**src/rtl/tah_pkg.sv**
```systemverilog
// Shared types, constants and codes of the triggered ADC histogrammer.
`default_nettype none

package tah_pkg;

   // Field widths of the request and response items
   localparam int unsigned CMD_W     = 2;
   localparam int unsigned TRIG_W    = 16;
   localparam int unsigned CSUM_W    = 32;
   localparam int unsigned HALF_W    = 16;
   localparam int unsigned SEC_W     = 32;
   localparam int unsigned CHAN_W    = 2;
   localparam int unsigned SAMPLE_W  = 12;
   localparam int unsigned KIND_W    = 2;
   localparam int unsigned BIN_W     = 10;
   localparam int unsigned RD_CNT_W  = 32;

   // Widest count the COUNT_BITS range allows
   localparam int unsigned CNT_MAX_W = 48;

   // Histogram kinds, one RAM bank each
   localparam int unsigned KINDS    = 4;
   localparam int unsigned KIND_ALL = 0;
   localparam int unsigned KIND_THM = 1;
   localparam int unsigned KIND_FRC = 2;
   localparam int unsigned KIND_HRT = 3;

   // Default parameter values
   localparam int unsigned CHANNELS_DEF   = 4;
   localparam int unsigned BINS_DEF       = 1024;
   localparam int unsigned COUNT_BITS_DEF = 32;

   // Queue between front and back
   localparam int unsigned QUEUE_DEPTH = 2;

   // Register indexes of the configuration port
   localparam int unsigned CSR_IDX_W = 1;
   typedef enum logic [CSR_IDX_W-1:0] {
      CSR_CHECKSUM_CHECK_ENABLE = 1'b0,
      CSR_HEARTBEAT_ENABLE      = 1'b1
   } csr_index_type;

   // Trigger codes
   localparam logic [TRIG_W-1:0] TRIG_THERMAL = 16'd0;
   localparam logic [TRIG_W-1:0] TRIG_FORCED  = 16'd1;

   typedef enum logic [CMD_W-1:0] {
      CMD_HEADER = 2'd0,
      CMD_SAMPLE = 2'd1,
      CMD_READ   = 2'd2,
      CMD_UNUSED = 2'd3
   } cmd_type;

   // Work handed to the back part
   typedef enum logic [1:0] {
      OP_NONE = 2'd0,
      OP_BUMP = 2'd1,
      OP_READ = 2'd2
   } op_type;

   typedef struct packed {
      logic ok;
      logic thermal;
      logic forced;
      logic heartbeat;
   } flags_type;

   typedef struct packed {
      op_type              op;
      logic [KINDS-1:0]    banks;
      logic [KIND_W-1:0]   kind;
      logic [CHAN_W-1:0]   channel;
      logic [BIN_W-1:0]    bin;
      flags_type           flags;
   } entry_type;

   typedef enum logic [1:0] {
      BK_CLEAR = 2'd0,
      BK_FETCH = 2'd1,
      BK_EXEC  = 2'd2
   } back_state_type;

endpackage

`default_nettype wire

```
**src/rtl/tah_front.sv**
```systemverilog
// Front part: classifies items, tracks event flags and heartbeat timing.
`default_nettype none

module tah_front #(
   parameter int unsigned CHANNELS = tah_pkg::CHANNELS_DEF,
   parameter int unsigned BINS     = tah_pkg::BINS_DEF
) (
   input  wire logic                          clock,
   input  wire logic                          reset,
   input  wire logic                          accept,
   input  wire logic                          chk_en,
   input  wire logic                          hb_en,
   input  wire logic [tah_pkg::CMD_W-1:0]     command,
   input  wire logic [tah_pkg::TRIG_W-1:0]    trigger_code,
   input  wire logic [tah_pkg::CSUM_W-1:0]    board_checksum,
   input  wire logic [tah_pkg::HALF_W-1:0]    checksum_low_half,
   input  wire logic [tah_pkg::HALF_W-1:0]    checksum_high_half,
   input  wire logic [tah_pkg::SEC_W-1:0]     event_seconds,
   input  wire logic [tah_pkg::CHAN_W-1:0]    channel,
   input  wire logic [tah_pkg::SAMPLE_W-1:0]  sample_value,
   input  wire logic [tah_pkg::KIND_W-1:0]    histogram_kind,
   input  wire logic [tah_pkg::BIN_W-1:0]     bin_index,
   output      tah_pkg::entry_type            entry
);

   logic                      first_seen_ff, first_seen_in;
   logic [tah_pkg::SEC_W-1:0] last_thm_ff, last_thm_in;
   logic [tah_pkg::SEC_W-1:0] last_hb_ff, last_hb_in;
   tah_pkg::flags_type        flags_ff, flags_in;

   logic [tah_pkg::SEC_W-1:0] thm_ref;
   logic [tah_pkg::SEC_W-1:0] diff;
   logic                      hdr_hrt;
   tah_pkg::flags_type        hdr_flags;
   logic [tah_pkg::BIN_W-1:0] sample_bin;
   logic                      chan_ok;
   logic                      sample_bin_ok;
   logic                      read_bin_ok;

   // Header classification
   always_comb begin
      thm_ref = first_seen_ff ? last_thm_ff : event_seconds;
      diff = event_seconds - ((last_hb_ff == '0) ? thm_ref : last_hb_ff);
      hdr_flags.ok = chk_en ?
         (board_checksum == {checksum_high_half, checksum_low_half}) : 1'b1;
      hdr_flags.thermal = (trigger_code == tah_pkg::TRIG_THERMAL);
      hdr_flags.forced  = (trigger_code == tah_pkg::TRIG_FORCED);
      hdr_hrt = hdr_flags.thermal && (diff == tah_pkg::SEC_W'(1));
      hdr_flags.heartbeat = hdr_hrt;
   end

   always_comb begin
      first_seen_in = first_seen_ff;
      last_thm_in   = last_thm_ff;
      last_hb_in    = last_hb_ff;
      flags_in      = flags_ff;
      if (accept && (command == tah_pkg::CMD_HEADER)) begin
         first_seen_in = 1'b1;
         flags_in      = hdr_flags;
         last_thm_in   = (hdr_flags.thermal && (last_hb_ff == '0)) ? event_seconds : thm_ref;
         if (hdr_hrt) begin
            last_hb_in = event_seconds;
         end
      end
   end

   always_ff @(posedge clock) begin
      if (reset) begin
         first_seen_ff <= 1'b0;
         last_thm_ff   <= '0;
         last_hb_ff    <= '0;
         flags_ff      <= '0;
      end else begin
         first_seen_ff <= first_seen_in;
         last_thm_ff   <= last_thm_in;
         last_hb_ff    <= last_hb_in;
         flags_ff      <= flags_in;
      end
   end

   // Work item for the back part
   always_comb begin
      sample_bin    = sample_value[tah_pkg::SAMPLE_W-1:2];
      chan_ok       = int'(channel) < CHANNELS;
      sample_bin_ok = int'(sample_bin) < BINS;
      read_bin_ok   = int'(bin_index) < BINS;

      entry.op      = tah_pkg::OP_NONE;
      entry.banks   = '0;
      entry.kind    = histogram_kind;
      entry.channel = channel;
      entry.bin     = bin_index;
      entry.flags   = flags_in;

      case (command)
         tah_pkg::CMD_SAMPLE: begin
            entry.bin = sample_bin;
            if (flags_ff.ok && chan_ok && sample_bin_ok) begin
               entry.op = tah_pkg::OP_BUMP;
               entry.banks[tah_pkg::KIND_ALL] = 1'b1;
               entry.banks[tah_pkg::KIND_THM] = flags_ff.thermal;
               entry.banks[tah_pkg::KIND_HRT] =
                  flags_ff.thermal && flags_ff.heartbeat && hb_en;
               entry.banks[tah_pkg::KIND_FRC] = !flags_ff.thermal && flags_ff.forced;
            end
         end
         tah_pkg::CMD_READ: begin
            if (chan_ok && read_bin_ok) begin
               entry.op = tah_pkg::OP_READ;
            end
         end
         default: begin
            entry.op = tah_pkg::OP_NONE;
         end
      endcase
   end

endmodule

`default_nettype wire

```
**config.mk**
```make
export PLATFORM = sky130hd
export DESIGN_NAME = tah_front
export DESIGN_NICKNAME = d
export VERILOG_FILES = /design/src/rtl/tah_pkg.sv /design/src/rtl/tah_front.sv
export SDC_FILE = /design/constraint.sdc
export NUM_CORES = 1
export LEC_CHECK = 0
export BUFFER_PORTS_ARGS = -buffer_cell sky130_fd_sc_hd__buf_2
export CORE_ASPECT_RATIO = 2
export CORE_MARGIN = 8
export CORE_UTILIZATION = 55
export CTS_BUF_LIST = sky130_fd_sc_hd__clkbuf_8 sky130_fd_sc_hd__clkbuf_16
export DETAILED_ROUTE_END_ITERATION = 10
export PLACE_DENSITY = 0.83
export SYNTH_ARGS = -nofsm -noshare
export SYNTH_HDL_FRONTEND = slang
export SYNTH_SLANG_ARGS = --single-unit
```
**constraint.sdc**
```tcl
create_clock -name clock -period 8.7 [get_ports clock]
set_input_delay 0 -clock clock [delete_from_list [all_inputs] [get_ports clock]]
set_output_delay 0 -clock clock [all_outputs]
set_load 0.1 [all_outputs]
```
==> results.sh <==
export IMPL_status="completed"
export IMPL_endpoint_kind="primary output"
export IMPL_rows=54
export IMPL_grt_max_degree=70
export IMPL_grt_first_pass_wirelength_mm=33.7
export IMPL_ys_seq_elements=69
export IMPL_critical_path_class="reg -> out"
export IMPL_dp_hpwl_mm=15.3
export IMPL_cp_cell_sequence="nor4_1, nand4_1, nor2_2, a21o_1, ha_1, inv_1, fa_1, a21oi_1, o221ai_2, a211oi_1, a21oi_1, o21ai_0, o21ai_0, xnor2_2, buf_4, nand3_1, nand2_1, buf_2"
export IMPL_cts_setup_buffers=0
export IMPL_htree_levels=3
export IMPL_endpoint="entry[0]"
export IMPL_rsz0062_at_grt="no"
export IMPL_cts_buffers=9
export IMPL_antenna_found_initial=0
export IMPL_grt_met1_usage=0.246
export IMPL_skew_ps=6.79
export IMPL_fin_setup_tns_ps=0
export IMPL_cts_sinks=69
export IMPL_vias_per_cell=6.45
export IMPL_die_h_um=166
export IMPL_ff2ff_setup_slack_ps=2330
export IMPL_cp_top_family="simple AND/OR/NAND/NOR gates"
export IMPL_slew_viol_final=0
export IMPL_ys_types=70
export IMPL_ant_nets=0
export IMPL_numPortBuffers=158
export IMPL_synth_edff_count=0
export IMPL_post_place_cells=1013
export IMPL_fin_crit_ps=6910
export IMPL_dr_pass1_iters=5
export IMPL_irDropWorstVdd_uv=109
export IMPL_hold_path_class="in -> out"
export IMPL_use_met3=0.0475
export IMPL_use_met2=0.547
export IMPL_synthArstFlopShare=0
export IMPL_ys_warn_count=0
export IMPL_core_area_sq_um=10900
export IMPL_dp_slack_ps=2450
export IMPL_top_usage_layer="met2"
export IMPL_synth_avg_cell_area_sq_um=8.01
export IMPL_overflow=0
export IMPL_initial_core_util=0.566
export IMPL_drt_iter0_markers=443
export IMPL_reg2regPathDepth=17
export IMPL_diodes=0
export IMPL_clk_latency_ps=350
export IMPL_crit_start="last_hb_ff[22]$_SDFFE_PP0P_"
export IMPL_arrival_ps=6910
export IMPL_path_depth=18
export IMPL_cts_tree="done"
export IMPL_cpPeakStageDelay_ps=890
export IMPL_ios=169
export IMPL_syn_area_sq_um=6150
export IMPL_tightestPinTransition_ps=1010
export IMPL_start_kind="flip-flop"
export IMPL_timing_fmax_mhz=145
export IMPL_p_per_area_nw_per_um2=151
export IMPL_drive_gt1_frac=0.304
export IMPL_stdcell_count=1061
export IMPL_wl_per_cell_um=20.0
export IMPL_relSlewSlack=0.321
export IMPL_clkTransAtPathRegs_ps=50
export IMPL_num_vias=6843
export IMPL_die_area_sq_um=15000
export IMPL_regToRegStartpoint="last_hb_ff[22]$_SDFFE_PP0P_"
export IMPL_wl_mm=21.2
export IMPL_seq_area_frac_synth=0.224
export IMPL_required_ps=8700
export IMPL_setup_violations=0
export IMPL_cap_viol_max_count=0
export IMPL_critPathBufInv=3
export IMPL_gp_congestion=0.993
export IMPL_p_leak_nw=3.01
export IMPL_grt_pass1_vias=7251
export IMPL_grt_use_total=0.278
export IMPL_finalCritPeriodShare=0.794
export IMPL_rr_endpoint="last_hb_ff[18]$_SDFFE_PP0P_"
export IMPL_synth_fp_nets=945
export IMPL_syn_instance_count=768
export IMPL_final_hold_viol_count=0
export IMPL_syn_to_final_growth_pct=22.6
export IMPL_cp_slowest_cell="xnor2_2"
export IMPL_cts_root_buf="clkbuf_16"
export IMPL_clock_path_buffers=2
export IMPL_power_total_mw=1.14
export IMPL_synth_ff_type="dfxtp_1"
export IMPL_die_w_um=90.8
export IMPL_drc=0
export IMPL_nets=1093
export IMPL_critPathMaxFanout=18
export IMPL_fin_ws_ps=1790
cells in the final DEF (no fill, tap or decap), types with 6 or more instances in the layout:
cell / count
xor2_1: 35
clkbuf_16: 9
and3_1: 6
nor4_1: 22
nand3_1: 9
dfxtp_1: 69
o21ai_0: 23
a211oi_1: 9
a21oi_1: 129
o31ai_2: 30
mux2_2: 41
buf_4: 10
nand2_1: 101
a21o_1: 10
nand4_1: 50
dlygate4sd3_1: 32
buf_2: 158
inv_1: 11
nor2_1: 20
ha_1: 31
xnor2_1: 9
o21bai_1: 6
Yosys cell counts (9+ instances only):
library cell    n  area (sq um)
a211oi_1        9          67.6
a21o_1         10          75.1
a21oi_1       129           646
buf_2           9          45.0
clkbuf_1       38           143
dfxtp_1        69          1380
ha_1           31           388
inv_1          10          37.5
mux2_2         41           462
nand2_1       101           379
nand3_1         9          45.0
nand4_1        50           313
nor2_1         21          78.8
nor4_1         22           138
o21ai_0        23           115
o31ai_2        30           375
xnor2_1        11          96.3
xor2_1         36           315
per-layer routing:
metal | up-vias | wire (um)
met5 | - | 0
met1 | 3214 | 7120
met3 | 119 | 1180
met4 | 0 | 1200
li1 | 3161 | -
met2 | 349 | 11700
state kept, by name (all words and copies together), names as in the netlist:
name           count
last_hb_ff        32
flags_ff           4
last_thm_ff       32
first_seen_ff      1
repair_timing:
| action | CTS | global route |
|---|---|---|
| endpoints found under the hold margin | 64 | 0 |
| hold buffers | 32 | 0 |
| resized for setup | 0 | 0 |
| setup endpoints to repair | 0 | 0 |
logic make-up (layout without fill, tap and decap cells):
logic type	after synthesis	count (layout)	share of synthesized area
AOI/OAI and AO/OA	254	254	0.291
and+or+nand+nor	248	248	0.210
buffers and inverters	73	226	0.0586
DFF	69	69	0.224
xor gates and xnor gates	48	48	0.0695
muxes	44	44	0.0799
adders and majority gates	32	32	0.0663
area by class of cell:
type | count | area, sq um
multi-input cells | 626 | 4470
fillers | 933 | 3330
flip-flops and latches | 69 | 1380
repair buffers | 200 | 1190
clock buffers | 9 | 225
well taps | 140 | 175
clock inverters | 7 | 67.6
inverters | 10 | 37.5
worst min path at each step:
stage,startpoint,endpoint,cells past startpoint
finish,channel[0],entry[14],0
floorplan,event_seconds[10],last_thm_ff[10]$_SDFFE_PP0P_,2
detailed placement,histogram_kind[0],entry[16],0
global placement,histogram_kind[0],entry[16],0
global route,channel[1],entry[15],0
CTS,histogram_kind[0],entry[16],0
power breakdown:
part / total (mW) / switching, mW / leakage [nW] / internal, mW
Combinational: 0.441 / 0.286 / 2.31 / 0.155
Sequential: 0.325 / 0.00405 / 0.558 / 0.321
Clock: 0.370 / 0.150 / 0.143 / 0.220
Total: 1.14 / 0.440 / 3.01 / 0.696
metrics by stage:
step	utilization	hold slack (ps)	cell area, sq um
6_report	0.693	0.0386	7540
5_1_grt	0.693	0.158	7540
4_1_cts	0.693	0.681	7540
3_5_place_dp	0.637	0.681	6930
3_3_place_gp	0.637	0.681	6930
2_1_floorplan	-	136	6150
(Power assumes the default switching activity.)
