[src/rtl/tah_pkg.sv]
// Shared types, constants and codes of the triggered ADC histogrammer.
`default_nettype none

package tah_pkg;

   // Field widths of the request and response items
   localparam int unsigned CMD_W     = 2;
   localparam int unsigned TRIG_W    = 16;
   localparam int unsigned CSUM_W    = 32;
   localparam int unsigned HALF_W    = 16;
   localparam int unsigned SEC_W     = 32;
   localparam int unsigned CHAN_W    = 2;
   localparam int unsigned SAMPLE_W  = 12;
   localparam int unsigned KIND_W    = 2;
   localparam int unsigned BIN_W     = 10;
   localparam int unsigned RD_CNT_W  = 32;

   // Widest count the COUNT_BITS range allows
   localparam int unsigned CNT_MAX_W = 48;

   // Histogram kinds, one RAM bank each
   localparam int unsigned KINDS    = 4;
   localparam int unsigned KIND_ALL = 0;
   localparam int unsigned KIND_THM = 1;
   localparam int unsigned KIND_FRC = 2;
   localparam int unsigned KIND_HRT = 3;

   // Default parameter values
   localparam int unsigned CHANNELS_DEF   = 4;
   localparam int unsigned BINS_DEF       = 1024;
   localparam int unsigned COUNT_BITS_DEF = 32;

   // Queue between front and back
   localparam int unsigned QUEUE_DEPTH = 2;

   // Register indexes of the configuration port
   localparam int unsigned CSR_IDX_W = 1;
   typedef enum logic [CSR_IDX_W-1:0] {
      CSR_CHECKSUM_CHECK_ENABLE = 1'b0,
      CSR_HEARTBEAT_ENABLE      = 1'b1
   } csr_index_type;

   // Trigger codes
   localparam logic [TRIG_W-1:0] TRIG_THERMAL = 16'd0;
   localparam logic [TRIG_W-1:0] TRIG_FORCED  = 16'd1;

   typedef enum logic [CMD_W-1:0] {
      CMD_HEADER = 2'd0,
      CMD_SAMPLE = 2'd1,
      CMD_READ   = 2'd2,
      CMD_UNUSED = 2'd3
   } cmd_type;

   // Work handed to the back part
   typedef enum logic [1:0] {
      OP_NONE = 2'd0,
      OP_BUMP = 2'd1,
      OP_READ = 2'd2
   } op_type;

   typedef struct packed {
      logic ok;
      logic thermal;
      logic forced;
      logic heartbeat;
   } flags_type;

   typedef struct packed {
      op_type              op;
      logic [KINDS-1:0]    banks;
      logic [KIND_W-1:0]   kind;
      logic [CHAN_W-1:0]   channel;
      logic [BIN_W-1:0]    bin;
      flags_type           flags;
   } entry_type;

   typedef enum logic [1:0] {
      BK_CLEAR = 2'd0,
      BK_FETCH = 2'd1,
      BK_EXEC  = 2'd2
   } back_state_type;

endpackage

`default_nettype wire

[src/rtl/tah_queue.sv]
// Short register queue between the front and back parts.
`default_nettype none

module tah_queue (
   input  wire logic               clock,
   input  wire logic               reset,
   input  wire logic               push,
   input  wire tah_pkg::entry_type push_data,
   input  wire logic               pop,
   output      tah_pkg::entry_type head,
   output      logic               full,
   output      logic               empty
);

   localparam int unsigned PTR_W = $clog2(tah_pkg::QUEUE_DEPTH);
   localparam int unsigned CNT_W = $clog2(tah_pkg::QUEUE_DEPTH + 1);

   tah_pkg::entry_type slot_ff [tah_pkg::QUEUE_DEPTH];
   logic [PTR_W-1:0]   wr_ptr_ff, wr_ptr_in;
   logic [PTR_W-1:0]   rd_ptr_ff, rd_ptr_in;
   logic [CNT_W-1:0]   count_ff, count_in;

   function automatic logic [PTR_W-1:0] ptr_next(input logic [PTR_W-1:0] p);
      logic [PTR_W-1:0] r;
      if (int'(p) == tah_pkg::QUEUE_DEPTH - 1) begin
         r = '0;
      end else begin
         r = p + PTR_W'(1);
      end
      return r;
   endfunction

   always_comb begin
      full      = (int'(count_ff) == tah_pkg::QUEUE_DEPTH);
      empty     = (count_ff == '0);
      head      = slot_ff[rd_ptr_ff];
      wr_ptr_in = push ? ptr_next(wr_ptr_ff) : wr_ptr_ff;
      rd_ptr_in = pop ? ptr_next(rd_ptr_ff) : rd_ptr_ff;
      count_in  = count_ff;
      if (push && !pop) begin
         count_in = count_ff + CNT_W'(1);
      end else if (pop && !push) begin
         count_in = count_ff - CNT_W'(1);
      end
   end

   always_ff @(posedge clock) begin
      if (reset) begin
         wr_ptr_ff <= '0;
         rd_ptr_ff <= '0;
         count_ff  <= '0;
      end else begin
         wr_ptr_ff <= wr_ptr_in;
         rd_ptr_ff <= rd_ptr_in;
         count_ff  <= count_in;
      end
   end

   always_ff @(posedge clock) begin
      if (push) begin
         slot_ff[wr_ptr_ff] <= push_data;
      end
   end

endmodule

`default_nettype wire

[config.mk]
export PLATFORM = sky130hd
export DESIGN_NAME = tah_queue
export DESIGN_NICKNAME = d
export VERILOG_FILES = /design/src/rtl/tah_pkg.sv /design/src/rtl/tah_queue.sv
export SDC_FILE = /design/constraint.sdc
export NUM_CORES = 1
export LEC_CHECK = 0
export ABC_AREA = 1
export BUFFER_PORTS_ARGS = -buffer_cell sky130_fd_sc_hd__clkbuf_2
export CORE_MARGIN = 5
export CORE_UTILIZATION = 51
export CTS_CLUSTER_SIZE = 28
export DETAILED_ROUTE_END_ITERATION = 10
export PLACE_DENSITY_LB_ADDON = 0.08
export RECOVER_POWER = 100
export REMOVE_ABC_BUFFERS = 1
export SKIP_LAST_GASP = 1
export SLEW_MARGIN = 5
export SYNTH_ARGS = -nofsm -noshare
export SYNTH_HDL_FRONTEND = slang
export SYNTH_SLANG_ARGS = --single-unit
[constraint.sdc]
create_clock -name clock -period 2.27 [get_ports clock]
set_clock_uncertainty 0.2 [all_clocks]
set_input_delay 0.227 -clock clock [delete_from_list [all_inputs] [get_ports clock]]
set_output_delay 0.227 -clock clock [all_outputs]
set_load 0.005 [all_outputs]
==> run_results.csv, run 1 <==
group,metric,value,unit
run_status,outcome,"finished clean",
layout,antenna_diode_count,0,
routing,vias_per_cell,4.68,
global_routing,overflow,0,
layout,leading_cell_types_in_the_layout_fill_and_taps_excluded,"edfxtp_1, clkbuf_2, dlygate4sd3_1",
floorplan,die_area,5420,sq um
job,timing.max_cap.violations,0,
clock_tree,numCtsBuffers,5,
placement,dp_hpwl,2210,microns
floorplan,initial_utilization,0.520,
synthesis,flip_flop_and_latch_count_after_synthesis,53,
global_routing,vias_in_the_first_global_route,1235,
sta,finalHoldViolCount,0,
global_routing,overall_routing_resource_usage,0.136,
global_routing,antenna_found_initial,0,
clock_tree,cts.root.buffer_cell,"clkbuf_8",
clock_tree,cts-root-to-sink-buffers,2,
sta,timing.fmax,539,MHz
clock_tree,postCtsResizedCells,0,
routing,wl_per_cell,13.8,microns
floorplan,placeableCoreArea,3970,sq um
layout,syn2layout_area_growth,26.1,%
synthesis,post-synth-top-area-cell,"edfxtp_1",
routing,first_pass_iters,4,
worst_hold_path,min_path_type,"primary input to flip-flop",
sta,rsz0062_at_grt,"false",
synthesis,post_synthesis_sequential_area_ratio,0.747,
placement,placement.io_buffers,53,
synthesis,synth_area,2060,sq um
placement,place.gp.congestion,0.742,
sta,max-slew-margin-rel,0.465,
routing,dr.first_iter.drc_count,49,
clock_tree,htreeDepth,2,
layout,finalNonFillerCells,246,
global_routing,grt_start_max_net_pins,21,
routing,antenna_violating_nets_post_route,0,
synthesis,synth.top_cells.by_area,"edfxtp_1, mux2_4, dfxtp_1",
critical_path,crit_path_cell_trace,"clkbuf_2 -> mux2_1 -> clkbuf_2",
critical_path,timing.critical_path.fanout_max,12,
sta,timing.final.setup_violations,0,
sta,final_period_minus_worst_setup_slack,1860,ps
sta,hold-worst-slack,14.9,ps
routing,via_count,1151,
sta,slew_violations,0,
power,power-per-cell-area,710,nW/um^2
sta,tightestPinTransition,802,ps
synthesis,syn_inst,108,
global_routing,grt_first_pass_wirelength,5440,microns
critical_path,critPathMaxStageDelay,380,ps
sta,fin_tns_setup,0,ps
floorplan,die_h,73.6,microns
synthesis,yosysTopAreaCellShare,0.698,
clock_tree,clkTransAtPathRegs,80,ps
routing,route.detailed.drc,0,
critical_path,setup.worst_path.end_class,"output pin",
layout,layout_commonest_cell,"edfxtp_1",
layout,post_route_cells_drive_above_1_share,0.250,
critical_path,start_kind,"flip-flop",
critical_path,timing.setup.critical_path_class,"flip-flop to output pin",
critical_path,critical-path-top-cell-by-count,"clkbuf_2",
floorplan,std_cell_rows,23,
power,total_leakage_power,0.00101,uW
routing,routed_wirelength,3390,microns
floorplan,ios,54,
clock_tree,hold_buffers,25,
layout,design.final.nets,224,
critical_path,cpMaxStageDelayCell,"mux2_1",
synthesis,yosys.cell_types.count,16,
sta,timing.final.crit_share,0.818,
power,worst_ir_drop_vdd,475,uV
clock_tree,cts_num_sinks,53,
clock_tree,tritoncts,"done",
synthesis,synth-warning-count,0,
clock_tree,postCtsSetupBuffers,0,
critical_path,cp.arrival,1430,ps
layout,fill_cells,325,
synthesis,avgSynthCellArea,19.1,sq um
placement,numPlacedInstances,213,
floorplan,dieWidth,73.6,microns
clock_tree,clkLatencyLatePin,290,ps
critical_path,cp.required,1840,ps
[final cells by class]
cell class | instances | area, sq um | area share
inverters | 9 | 33.8 | 0.0130
repair buffers | 83 | 514 | 0.198
clock buffers | 5 | 68.8 | 0.0264
clock inverters | 3 | 12.5 | 0.00481
flip-flops and latches | 53 | 1540 | 0.592
well taps | 50 | 62.6 | 0.0240
multi-input cells | 43 | 370 | 0.142
[registers in the layout (all words and copies together), names as in the netlist, named ones only]
name       count
slot_ff       48
count_ff       2
rd_ptr_ff      1
wr_ptr_ff      1
[routing by layer]
layer / vias to the layer above / global-route usage / wire [microns]
met5: - / 0 / 0
met2: 32 / 0.240 / 1820
met1: 543 / 0.152 / 1320
li1: 570 / - / -
met4: 0 / 0.0664 / 46
met3: 6 / 0.0342 / 205
[path summary, 6_finish.rpt]
check,from,endpoint,slack [ps],cells past startpoint
worst max-delay path,flip-flop,head[10],410,3
worst min-delay path,pop,flip-flop,10,3
worst max register to register,wr_ptr_ff$_SDFFE_PP0P_,slot_ff[0][12]$_DFFE_PP_,600,2
worst min register to register,rd_ptr_ff$_SDFFE_PP0P_,flip-flop,320,2
[critical path: cells and delay by family, from the launching register on]
kind	cells	cell delay [ps]
multiplexers	1	380
buffers and inverters	2	430
flip-flops	1	330
[synth_stat cells]
| cell | count |
|---|---|
| edfxtp_1 | 48 |
| mux2_4 | 20 |
| inv_1 | 9 |
| nor2_1 | 7 |
| dfxtp_1 | 5 |
| nand2_1 | 5 |
| mux2_2 | 4 |
| buf_12 | 2 |
| a21oi_1 | 1 |
| buf_6 | 1 |
| ha_1 | 1 |
| nand3_1 | 1 |
| nand4_1 | 1 |
| nor3_1 | 1 |
| o21ai_0 | 1 |
| xnor2_1 | 1 |
[cells by family after synthesis]
kind of cell	Yosys count	share of synthesized area
and+or+nand+nor	15	0.0297
adders and majority gates	1	0.00606
xor gates and xnor gates	1	0.00424
DFF	53	0.747
muxes	24	0.167
buffers and inverters	12	0.0412
AOI/OAI and AO/OA	2	0.00484
[metrics by stage]
step	util	area (sq um)	setup slack, ps	power, uW
5_1_grt	0.656	2600	319	1940
2_1_floorplan	-	2010	318	1300
6_report	0.656	2600	413	1850
3_5_place_dp	0.600	2380	805	1410
3_3_place_gp	0.600	2380	816	1400
4_1_cts	0.683	2710	475	1920
[power by group]
group / leakage (uW) / total (uW) / internal (uW) / switching, uW
Clock: 0.0000430 / 478 / 208 / 270
Combinational: 0.000473 / 232 / 121 / 111
Sequential: 0.000492 / 1140 / 1120 / 14.6
Total: 0.00101 / 1850 / 1450 / 395
Note: power is estimated with default switching activity, not from simulation.
==> inputs of run 2 (changes only) <==
--- a/config.mk
+++ b/config.mk
@@ -8,7 +8,7 @@
 export ABC_AREA = 1
 export BUFFER_PORTS_ARGS = -buffer_cell sky130_fd_sc_hd__clkbuf_2
 export CORE_MARGIN = 5
-export CORE_UTILIZATION = 51
+export CORE_UTILIZATION = 46
 export CTS_CLUSTER_SIZE = 28
 export DETAILED_ROUTE_END_ITERATION = 10
 export PLACE_DENSITY_LB_ADDON = 0.08
==> constraint.sdc (replaced) <==
create_clock -name clock -period 1.7 [get_ports clock]
set_clock_uncertainty 0.2 [all_clocks]
set_input_delay 0.17 -clock clock [delete_from_list [all_inputs] [get_ports clock]]
set_output_delay 0.17 -clock clock [all_outputs]
set_load 0.005 [all_outputs]
==> run_results.csv, run 2 (same netlist as run 1, synthesis figures left out) <==
group,metric,value,unit
run_status,outcome,"finished clean",
worst_hold_path,whs_endpoint,"wr_ptr_ff$_SDFFE_PP0P_",
sta,finalHoldViolCount,0,
floorplan,die_h,77.0,microns
placement,placement.io_buffers,53,
layout,fill_cells,343,
floorplan,ios,54,
critical_path,cp.arrival,1280,ps
floorplan,die_area,5930,sq um
job,timing.max_cap.violations,0,
sta,hold-worst-slack,324,ps
clock_tree,numCtsBuffers,5,
global_routing,overall_routing_resource_usage,0.123,
power,power-per-cell-area,927,nW/um^2
critical_path,timing.setup.critical_path_class,"flip-flop to output pin",
critical_path,setup.worst_path.end_class,"output pin",
critical_path,worst-r2r-cell-count,3,
clock_tree,clkLatencyLatePin,290,ps
power,power.share.switching,0.211,
global_routing,grt_first_pass_wirelength,5760,microns
floorplan,std_cell_rows,24,
layout,layout_commonest_cell,"edfxtp_1",
layout,largest_register_ff_count,48,
clock_tree,postCtsSetupBuffers,0,
layout,fin_util,0.634,
sta,setup_slack,49.8,ps
power,power_switching,539,uW
routing,wl_per_cell,14.0,microns
routing,wl_met2,1850,microns
sta,slew_violations,0,
critical_path,cp.required,1330,ps
power,post-layout-total-power,2560,uW
clock_tree,tritoncts,"done",
worst_hold_path,hold_path_depth,2,
global_routing,vias_in_the_first_global_route,1246,
routing,first_pass_iters,4,
power,worst_ir_drop_vdd,683,uV
critical_path,start_kind,"flip-flop",
sta,final_period_minus_worst_setup_slack,1650,ps
layout,footprint_of_the_flip_flops_and_latches,1550,sq um
critical_path,regToRegSetupSlack,260,ps
power,power.clock.fraction,0.252,
global_routing,grt_start_max_net_pins,16,
power,total_leakage_power,0.00108,uW
placement,worst_setup_timing_slack_at_the_placement_stage,256,ps
clock_tree,cts_num_sinks,53,
global_routing,antenna_found_initial,0,
clock_tree,cts-root-to-sink-buffers,2,
power,power_frac_seq,0.597,
routing,via_count,1173,
sta,timing.final.crit_share,0.971,
layout,largest_register,"slot_ff",
sta,max-slew-margin-rel,0.758,
clock_tree,clkTransAtPathRegs,70,ps
floorplan,initial_utilization,0.474,
routing,antenna_violating_nets_post_route,0,
worst_hold_path,min_from,"wr_ptr_ff$_SDFFE_PP0P_",
routing,routed_wirelength,3550,microns
layout,biggestRegsByFlops,"slot_ff x48, count_ff x2",
power,logic_pwr_share,0.151,
routing,wl_met1,1430,microns
clock_tree,cts.root.buffer_cell,"clkbuf_8",
placement,dp_hpwl,2430,microns
worst_hold_path,min_path_type,"flip-flop to flip-flop",
layout,syn2layout_area_growth,33.6,%
layout,antenna_diode_count,0,
routing,dr.max_layer_used,"met4",
sta,rsz0062_at_grt,"true",
routing,wl_met3,208,microns
sta,fin_tns_setup,0,ps
global_routing,overflow,0,
sta,timing.final.setup_violations,0,
routing,dr.first_iter.drc_count,47,
floorplan,placeableCoreArea,4350,sq um
placement,place.gp.congestion,0.649,
layout,leading_cell_types_in_the_layout_fill_and_taps_excluded,"edfxtp_1, clkbuf_1, dlygate4sd3_1",
sta,timing.fmax,606,MHz
clock_tree,htreeDepth,2,
critical_path,timing.critical_path.fanout_max,10,
layout,post_route_cells_drive_above_1_share,0.303,
routing,route.detailed.drc,0,
layout,design.final.nets,229,
critical_path,rr_startpoint,"rd_ptr_ff$_SDFFE_PP0P_",
layout,multi_input_comb_area,438,sq um
power,total_internal_power,2020,uW
floorplan,dieWidth,77.0,microns
routing,vias_per_cell,4.64,
sta,tightestPinTransition,364,ps
-- run 2: changes by cell type in the layout (fill, tap and decap cells not counted), moves of 2 or more --
| cell | delta |
|---|---|
| mux2_4 | +18 |
| clkbuf_2 | -11 |
| buf_12 | +2 |
| clkinv_1 | -2 |
| clkbuf_1 | +11 |
| dlygate4sd3_1 | +3 |
| mux2_1 | -18 |
-- run 2: per-layer routing --
metal,global-route usage,vias to the layer above
li1,-,578
met1,0.137,558
met2,0.216,30
met3,0.0398,7
met4,0.0464,0
met5,0,-
-- run 2: metrics by stage --
stage / instance area, sq um / instances
floorplan: 2010 / 105
global placement: 2390 / 216
detailed placement: 2390 / 216
CTS: 2760 / 252
global route: 2760 / 253
finish: 2760 / 253
-- run 2: worst max-delay path, stage by stage (launching register included) --
cell and delay [ps]:
dfxtp_4 400, buf_12 150, mux2_2 330, clkbuf_2 110
-- run 2: area by class of cell --
type | instances | share of cell area
Tap cell | 52 | 0.0236
Sequential cell | 53 | 0.560
Multi-Input combinational cell | 43 | 0.159
Timing Repair Buffer | 88 | 0.216
Inverter | 9 | 0.0122
Clock inverter | 1 | 0.00181
Clock buffer | 7 | 0.0277
-- run 2: timing repair --
| action | 4_1_cts | 5_1_grt |
|---|---|---|
| resized for setup | 1 | 6 |
| cloned | 0 | 1 |
| hold endpoints to repair | 51 | 0 |
| setup endpoints to repair | 14 | 11 |
| hold buffers | 28 | 0 |
-- run 2: worst max-delay path by stage --
stage | startpoint | to | slack [ps]
2_1_floorplan | wr_ptr_ff$_SDFFE_PP0P_ | slot_ff[0][0]$_DFFE_PP_ | -250
3_3_place_gp | flip-flop | head[4] | 280
3_5_place_dp | flip-flop | head[4] | 260
4_1_cts | flip-flop | head[8] | 2
5_1_grt | flip-flop | head[9] | -10
6_report | flip-flop | head[3] | 50
-- run 2: power groups by stage --
stage               Combinational, uW  Sequential [uW]  Clock [uW]
global route                      424             1540         731
detailed placement                334             1550           0
finish                            385             1530         645
floorplan                         167             1570           0
CTS                               389             1520         674
global placement                  326             1550           0
